==> src/hdl/tpid_pkg.sv <==
`timescale 1ns / 1ps
// ----------------------------------------------------------------------------
// tpid_pkg
// Shared types, constants and lookup helpers of the tiled palette icon decoder.
// ----------------------------------------------------------------------------
package tpid_pkg;

	// palette geometry
	localparam int PALETTE_BANKS = 8;
	localparam int BANK_COLORS   = 16;
	localparam int STORE_DEPTH   = PALETTE_BANKS * BANK_COLORS;
	localparam int STORE_AW      = (STORE_DEPTH > 1) ? $clog2(STORE_DEPTH) : 1;

	// icon geometry
	localparam int ICON_SIDE = 32;
	localparam int SIDE_W    = $clog2(ICON_SIDE);

	// field widths
	localparam int ENTRY_W  = 7;
	localparam int COLOR_W  = 15;
	localparam int OFFSET_W = 9;
	localparam int BYTE_W   = 8;
	localparam int NIB_W    = 4;
	localparam int BANK_W   = 3;
	localparam int ADDR_W   = 10;
	localparam int ARGB_W   = 32;

	localparam logic [BANK_W-1:0] LAST_BANK  = BANK_W'(PALETTE_BANKS - 1);
	localparam logic [BANK_W:0]   BANK_COUNT = (BANK_W + 1)'(PALETTE_BANKS);

	// configuration register indexes
	localparam logic [1:0] REG_PALETTE_BANK    = 2'd0;
	localparam logic [1:0] REG_FLIP_HORIZONTAL = 2'd1;
	localparam logic [1:0] REG_FLIP_VERTICAL   = 2'd2;

	// item actions
	localparam logic ACTION_WRITE  = 1'b0;
	localparam logic ACTION_DECODE = 1'b1;

	// 5-bit channel to 8-bit, c*255/31 rounded down
	localparam logic [7:0] EXPAND5_LUT [0:31] = '{
		8'd0,   8'd8,   8'd16,  8'd24,  8'd32,  8'd41,  8'd49,  8'd57,
		8'd65,  8'd74,  8'd82,  8'd90,  8'd98,  8'd106, 8'd115, 8'd123,
		8'd131, 8'd139, 8'd148, 8'd156, 8'd164, 8'd172, 8'd180, 8'd189,
		8'd197, 8'd205, 8'd213, 8'd222, 8'd230, 8'd238, 8'd246, 8'd255
	};

	typedef struct packed {
		logic                action;
		logic [ENTRY_W-1:0]  palette_entry;
		logic [COLOR_W-1:0]  palette_color;
		logic [OFFSET_W-1:0] byte_offset;
		logic [BYTE_W-1:0]   data_byte;
	} in_item_t;

	typedef struct packed {
		logic [ADDR_W-1:0] first_address;
		logic [ARGB_W-1:0] first_color;
		logic [ADDR_W-1:0] second_address;
		logic [ARGB_W-1:0] second_color;
	} out_item_t;

	// common control sent to every lane
	typedef struct packed {
		logic                rd_en;
		logic                wr_en;
		logic [STORE_AW-1:0] wr_addr;
		logic [COLOR_W-1:0]  wr_data;
		logic [BANK_W-1:0]   bank;
		logic                flip_h;
		logic                flip_v;
		logic [OFFSET_W-1:0] offset;
	} lane_ctl_t;

	typedef struct packed {
		logic [ADDR_W-1:0] address;
		logic [ARGB_W-1:0] color;
	} lane_res_t;

	// tiled byte position to linear pixel address, with mirroring
	function automatic logic [ADDR_W-1:0] pixel_address(
		input logic [OFFSET_W-1:0] offset,
		input logic                odd,
		input logic                flip_h,
		input logic                flip_v
	);
		logic [SIDE_W-1:0] row;
		logic [SIDE_W-1:0] col;
		row = {offset[8:7], offset[4:2]};
		col = {offset[6:5], offset[1:0], odd};
		if (flip_h) begin
			col = ~col;
		end
		if (flip_v) begin
			row = ~row;
		end
		return {row, col};
	endfunction

	function automatic logic [ARGB_W-1:0] bgr_to_argb(
		input logic [COLOR_W-1:0] bgr,
		input logic               opaque
	);
		logic [7:0] alpha;
		alpha = opaque ? 8'hFF : 8'h00;
		return {alpha, EXPAND5_LUT[bgr[4:0]], EXPAND5_LUT[bgr[9:5]],
			EXPAND5_LUT[bgr[14:10]]};
	endfunction

endpackage

==> src/hdl/tpid_ram.sv <==
`timescale 1ns / 1ps
// ----------------------------------------------------------------------------
// tpid_ram
// Generic single-write, single-read RAM with a registered read port.
// ----------------------------------------------------------------------------
module tpid_ram #(
	parameter int WIDTH = 15,
	parameter int DEPTH = 128
) (
	input  logic                                   clk,
	input  logic                                   we,
	input  logic [((DEPTH > 1) ? $clog2(DEPTH) : 1)-1:0] waddr,
	input  logic [WIDTH-1:0]                       wdata,
	input  logic                                   re,
	input  logic [((DEPTH > 1) ? $clog2(DEPTH) : 1)-1:0] raddr,
	output logic [WIDTH-1:0]                       rdata
);

	logic [WIDTH-1:0] mem_q [0:DEPTH-1];

	always_ff @(posedge clk) begin
		if (we) begin
			mem_q[waddr] <= wdata;
		end
		if (re) begin
			rdata <= mem_q[raddr];
		end
	end

endmodule

==> src/hdl/tpid_lane.sv <==
`timescale 1ns / 1ps
// ----------------------------------------------------------------------------
// tpid_lane
// One pixel lane: private palette copy, address mapping and color expansion.
// ----------------------------------------------------------------------------
module tpid_lane (
	input  logic                        clk,
	input  tpid_pkg::lane_ctl_t         ctl,
	input  logic [tpid_pkg::NIB_W-1:0]  nibble,
	input  logic                        odd,
	output tpid_pkg::lane_res_t         res
);

	logic [tpid_pkg::STORE_AW-1:0] rd_addr;
	logic [tpid_pkg::COLOR_W-1:0]  bgr_s1;
	logic [tpid_pkg::ADDR_W-1:0]   address_s1;
	logic                          opaque_s1;

	assign rd_addr = tpid_pkg::STORE_AW'({ctl.bank, nibble});

	tpid_ram #(
		.WIDTH (tpid_pkg::COLOR_W),
		.DEPTH (tpid_pkg::STORE_DEPTH)
	) u_palette (
		.clk   (clk),
		.we    (ctl.wr_en),
		.waddr (ctl.wr_addr),
		.wdata (ctl.wr_data),
		.re    (ctl.rd_en),
		.raddr (rd_addr),
		.rdata (bgr_s1)
	);

	always_ff @(posedge clk) begin
		if (ctl.rd_en) begin
			address_s1 <= tpid_pkg::pixel_address(ctl.offset, odd, ctl.flip_h, ctl.flip_v);
			opaque_s1  <= (nibble != '0);
		end
	end

	assign res.address = address_s1;
	assign res.color   = tpid_pkg::bgr_to_argb(bgr_s1, opaque_s1);

endmodule

==> src/hdl/tpid_merge.sv <==
`timescale 1ns / 1ps
// ----------------------------------------------------------------------------
// tpid_merge
// Joins the two lane results into one output item and holds it under stall.
// ----------------------------------------------------------------------------
module tpid_merge (
	input  logic                clk,
	input  logic                arst_n,
	input  logic                valid_s1,
	input  tpid_pkg::lane_res_t low_res,
	input  tpid_pkg::lane_res_t high_res,
	input  logic                out_stall,
	output logic                out_valid,
	output tpid_pkg::out_item_t out_data,
	output logic                load_s2
);

	logic valid_s2;

	assign load_s2 = !valid_s2 || !out_stall;

	always_ff @(posedge clk or negedge arst_n) begin
		if (!arst_n) begin
			valid_s2 <= 1'b0;
		end else if (load_s2) begin
			valid_s2 <= valid_s1;
		end
	end

	always_ff @(posedge clk) begin
		if (load_s2 && valid_s1) begin
			out_data.first_address  <= low_res.address;
			out_data.first_color    <= low_res.color;
			out_data.second_address <= high_res.address;
			out_data.second_color   <= high_res.color;
		end
	end

	assign out_valid = valid_s2;

endmodule

==> src/hdl/tiled_palette_icon_decoder.sv <==
`timescale 1ns / 1ps
// ----------------------------------------------------------------------------
// tiled_palette_icon_decoder
// Turns 4bpp tiled icon bytes into pairs of ARGB8888 pixels with linear
// addresses, using banked BGR555 palettes loaded through the input stream.
// ----------------------------------------------------------------------------
//
//  channel | handshake                | payload              | direction
//  --------+--------------------------+----------------------+----------
//  in      | in_valid / in_stall      | in_data  (in_item_t) | into block
//  out     | out_valid / out_stall    | out_data (out_item_t)| out of block
//  cfg     | cfg_we                   | cfg_index, cfg_data  | into block
//
//  one item per cycle while in_stall is low; a decode result passes the palette
//  RAM read register in each lane and then the merge register, where it is
//  offered; palette writes land in both lane RAMs, no result
//  reset clears the pipeline valids and the config registers; the palette
//  is not cleared, so the block takes items right after reset
//  the input stalls only while a held result and the read stage are both full
//
module tiled_palette_icon_decoder (
	input  logic                clk,
	input  logic                arst_n,
	input  logic                in_valid,
	output logic                in_stall,
	input  tpid_pkg::in_item_t  in_data,
	output logic                out_valid,
	input  logic                out_stall,
	output tpid_pkg::out_item_t out_data,
	input  logic                cfg_we,
	input  logic [1:0]          cfg_index,
	input  logic [tpid_pkg::BANK_W-1:0] cfg_data
);

	// configuration registers
	logic [tpid_pkg::BANK_W-1:0] bank_q;
	logic                        flip_h_q;
	logic                        flip_v_q;

	// read stage state
	logic valid_s1;
	logic load_s1;
	logic load_s2;
	logic in_xfer;
	logic is_decode;
	logic bank_ok;

	tpid_pkg::lane_ctl_t ctl;
	tpid_pkg::lane_res_t low_res;
	tpid_pkg::lane_res_t high_res;

	always_ff @(posedge clk or negedge arst_n) begin
		if (!arst_n) begin
			bank_q   <= '0;
			flip_h_q <= 1'b0;
			flip_v_q <= 1'b0;
		end else if (cfg_we) begin
			unique case (cfg_index)
				tpid_pkg::REG_PALETTE_BANK:    bank_q   <= cfg_data;
				tpid_pkg::REG_FLIP_HORIZONTAL: flip_h_q <= cfg_data[0];
				tpid_pkg::REG_FLIP_VERTICAL:   flip_v_q <= cfg_data[0];
				default: ;
			endcase
		end
	end

	// read stage frees when empty or when its item moves to the merge register
	assign load_s1   = !valid_s1 || load_s2;
	assign in_stall  = !load_s1;
	assign in_xfer   = in_valid && load_s1;
	assign is_decode = (in_data.action == tpid_pkg::ACTION_DECODE);

	// writes to banks past the last one are dropped
	assign bank_ok = {1'b0, in_data.palette_entry[6:4]} < tpid_pkg::BANK_COUNT;

	always_ff @(posedge clk or negedge arst_n) begin
		if (!arst_n) begin
			valid_s1 <= 1'b0;
		end else if (load_s1) begin
			valid_s1 <= in_xfer && is_decode;
		end
	end

	always_comb begin
		ctl.rd_en   = load_s1;
		ctl.wr_en   = in_xfer && !is_decode && bank_ok;
		ctl.wr_addr = tpid_pkg::STORE_AW'(in_data.palette_entry);
		ctl.wr_data = in_data.palette_color;
		// bank beyond the stored ones falls back to the last bank
		ctl.bank    = (bank_q > tpid_pkg::LAST_BANK) ? tpid_pkg::LAST_BANK : bank_q;
		ctl.flip_h  = flip_h_q;
		ctl.flip_v  = flip_v_q;
		ctl.offset  = in_data.byte_offset;
	end

	// low nibble lane, earlier pixel in tiled order
	tpid_lane u_lane_low (
		.clk    (clk),
		.ctl    (ctl),
		.nibble (in_data.data_byte[3:0]),
		.odd    (1'b0),
		.res    (low_res)
	);

	// high nibble lane, later pixel in tiled order
	tpid_lane u_lane_high (
		.clk    (clk),
		.ctl    (ctl),
		.nibble (in_data.data_byte[7:4]),
		.odd    (1'b1),
		.res    (high_res)
	);

	tpid_merge u_merge (
		.clk       (clk),
		.arst_n    (arst_n),
		.valid_s1  (valid_s1),
		.low_res   (low_res),
		.high_res  (high_res),
		.out_stall (out_stall),
		.out_valid (out_valid),
		.out_data  (out_data),
		.load_s2   (load_s2)
	);

endmodule

==> config.mk <==
export PLATFORM = sky130hd
export DESIGN_NAME = tiled_palette_icon_decoder
export DESIGN_NICKNAME = d
export VERILOG_FILES = /design/src/hdl/tpid_pkg.sv /design/src/hdl/tpid_ram.sv /design/src/hdl/tpid_lane.sv /design/src/hdl/tpid_merge.sv /design/src/hdl/tiled_palette_icon_decoder.sv
export SDC_FILE = /design/constraint.sdc
export NUM_CORES = 2
export LEC_CHECK = 0
export BUFFER_PORTS_ARGS = -buffer_cell sky130_fd_sc_hd__buf_2
export CAP_MARGIN = 20
export CORE_MARGIN = 2
export CORE_UTILIZATION = 45
export CTS_CLUSTER_DIAMETER = 80
export DETAILED_ROUTE_END_ITERATION = 8
export GPL_ROUTABILITY_DRIVEN = 0
export SETUP_SLACK_MARGIN = 0.02
export SYNTH_ARGS = -nofsm -noshare
export SYNTH_HDL_FRONTEND = slang
export SYNTH_SLANG_ARGS = --single-unit
export TNS_END_PERCENT = 50
==> constraint.sdc <==
create_clock -name clk -period 14.8 [get_ports clk]
set_clock_uncertainty 0.05 [all_clocks]
set_input_delay 2.96 -clock clk [delete_from_list [all_inputs] [get_ports clk]]
set_output_delay 2.96 -clock clk [all_outputs]
set_load 0.02 [all_outputs]
==> impl_results.md <==
* Status: finished, final reports clean
* #FFs+latches synth at 2031
* Final-stage net count at approximately 5.3k
* GRT Util Overall at between 20 and 30%
* Cell area power density at 127.6 nW/um^2
* Router iterations before antenna repair at 8
* CTS resizes at 0
* Clock sinks at about 2.0k
* First-pass GRT wire length at approximately 400000 um
* Unrepaired setup endpoints after global routing: no
* Post-Syn Instances at just over 5k
* Width of the die at about 460 um
* Row count at 167
* Post-synth ARST share at 0.3447%
* Setup tns final at 0 ns
* Grt ovf at 0
* Worst-margin pin slew at 1.240 ns
* Final hold vios at 0
* Slew HR at 16.68%
* Worst VDD drop at between 0.0001 and 0.00015 V
* Post-place instance area at about 98000 sq um
* Worst-skew pair later-pin latency at between 0.8 and 0.9 ns
* Share of layout cells above drive strength 1 at between 30% and 40%
* Final Cycle Share at ~48%
* Drt initial violations at about 6.6k
* Vias in the first global route at around 54k
* H-tree levels at 4
* Largest net degree at the start of global routing at ~110
* Crit Path Class: primary input to output port
* Synth top area share at between 60% and 70%
* Distinct cell type count of the synthesized netlist at 48
* Setup crit end kind: output port
* Final wirelength at approximately 300000 um
* Vias per Instance at about 6.6
* Post-route cell area at about 110000 sq um
* Top-count cell post-synth: edfxtp_1
* Root buf cell: clkbuf_16
* Syn avg cell area at between 15 and 20 sq um
* Hold Buf Count CTS at 0
* Data arrival, critical path at 4.11 ns
* Tmin final at between 7 and 8 ns
* Leakage at around 35 nW
* Top post-synthesis cells by count: 2024 x edfxtp_1, 723 x mux4_2, 480 x mux2i_1
* CORE AREA at just over 200000 sq um
* DR DRC count at 0
* CTS clk-pin slew, worst paths at approximately 0.060 ns
* Syn nets at approximately 5.1k
* Io pins at approximately 140
* Filler cells at ~17k
* Detail Placement HPWL at 178300 um
* Via count at 54.53k
* Post-CTS Setup Inserts at 0
* Final ANT Viol Nets at 0
* TritonCTS buffer count at around 210
* Post-synth EDFFs at between 2k and 2.5k
* Initial antenna violation count at 23
* Final setup viols at 0
* Starting Density at 45.33%
* Sequential area share after synthesis at about two thirds
* Leading area contributor after synthesis: edfxtp_1
* Fmax at approximately 140 MHz
* Deepest clock path buffer count at 3
* Worst hold path type: register to register
* Max Cap Violations at 0
* Ys flop type: edfxtp_1
* # port buffers at 135
* CTS tree: built
* Syn-to-layout area delta at 12.32%
* Die Area at 212500 sq um
* Die height at 461.0 um
* Max Slew Vio Count at 0
* CP startpoint kind: primary input
* WL/cell at 36.02 um
* Synth Cell Area at about 94000 sq um
* Synth top area cells: edfxtp_1 65%, mux4_2 17%, mux2i_1 5.1%, mux2_2 2.8%, o22ai_1 2.3%
* Worst EP required at roughly 12 ns
* Ys Warns at 0
* Critical-path maximum fanout at 12
## metrics by stage
step	worst slack [ns]	cells	power, mW	util [%]	hold WS (ns)
6_report	7.679	8204	13.47	50.92	0.3632
5_1_grt	7.649	8196	13.81	50.91	0.3691
4_1_cts	7.691	8187	13.51	50.87	0.3641
3_5_place_dp	7.261	7785	8.082	47.43	0.3545
3_3_place_gp	7.156	7766	8.063	47.30	0.3514
2_1_floorplan	6.790	5039	7.452	-	0.3503
## layout by cell type (no fill, tap or decap), types with 7 or more instances in the layout
cell type	Yosys	layout
nor3_1	124	99
buf_12	0	10
clkbuf_8	0	10
o221ai_1	9	9
inv_6	0	8
inv_1	16	15
buf_6	36	7
buf_2	96	113
mux2i_1	480	480
buf_8	1	8
bufinv_16	0	26
buf_4	50	228
clkinv_1	1	45
o21ai_0	9	9
nor2_2	0	25
and2_1	8	8
nor3_2	0	25
a21oi_1	130	130
clkbuf_1	172	46
mux4_2	723	723
mux2_2	234	234
a211o_1	224	224
o22ai_1	345	345
diode_2	0	10
nor2_1	149	122
xor2_1	9	9
nand2_1	34	34
clkinv_2	0	39
clkbuf_16	0	216
or4_1	28	28
nor2b_1	16	16
edfxtp_1	2024	2024
nand3_1	11	8
## registers in the layout, summed over array words and instances, names as in the netlist
register and cells:
u_merge.out_data 61, u_lane_high.u_palette.mem_q 495, u_lane_low.opaque_s1 1, flip_v_q 1, u_merge.out_valid 1, u_lane_high.opaque_s1 1
bank_q 3, u_lane_high.u_palette.rdata 15, u_lane_low.u_palette.mem_q 1425, valid_s1 1, flip_h_q 1, u_lane_high.address_s1 1
u_lane_low.address_s1 10, u_lane_low.u_palette.rdata 15
## critical path, stage by stage
cell,delay [ns]
buf_2,0.13
nand3_2,0.28
buf_4,0.31
inv_1,0.16
buf_2,0.26
## metal layers
metal	up-vias	GRT usage (%)	wire, um
met4	8	11.09	12770
li1	21920	-	-
met5	-	0	52
met2	2921	44.65	142300
met3	548	5.052	26830
met1	29130	37.24	113600
## report_power, final
group / leakage (nW) / switching, mW / internal, mW
Sequential: 18.4 / 0.116 / 6.44
Clock: 3.49 / 2.30 / 3.18
Combinational: 12.9 / 0.904 / 0.516
## cells by family (layout without fill, tap and decap cells)
family          Yosys count  in the layout  synth area share [%]
xor+xnor                  9              9               0.08389
other cells               0             10                     0
flops                  2031           2031                 64.87
buf+inv                 423            790                 2.317
mux                    1437           1437                 25.25
compound gates          753            753                 5.530
simple gates            386            386                 1.957
## final cells by class
cell class | count | area (sq um) | area share [%]
Antenna cell | 10 | 25.02 | 0.02371
Clock inverter | 130 | 1415 | 1.341
Clock buffer | 272 | 5715 | 5.415
Multi-Input combinational cell | 2585 | 31070 | 29.44
Tap cell | 2788 | 3488 | 3.305
Inverter | 17 | 71.32 | 0.06757
Sequential cell | 2031 | 60960 | 57.76
Timing Repair Buffer | 371 | 2794 | 2.647
## path summary, 6_finish.rpt
| path | slack [ns] | start | endpoint | cells past startpoint |
|---|---|---|---|---|
| worst min-delay path | 0.36 | u_lane_low.address_s1[6] | u_merge.out_data[80] | 0 |
| worst max register to register | 10.50 | bank_q[0] | u_lane_low.u_palette.rdata[3] | 6 |
| max in group asynchronous | 12.52 | arst_n | bank_q[0] | 1 |
| min in group asynchronous | 1.91 | arst_n | bank_q[0] | 1 |
| worst min register to register | 0.36 | u_lane_low.address_s1[6] | u_merge.out_data[80] | 0 |
| worst max-delay path | 7.68 | out_stall | in_stall | 5 |
No activity file was read; power rests on OpenSTA's default activity.
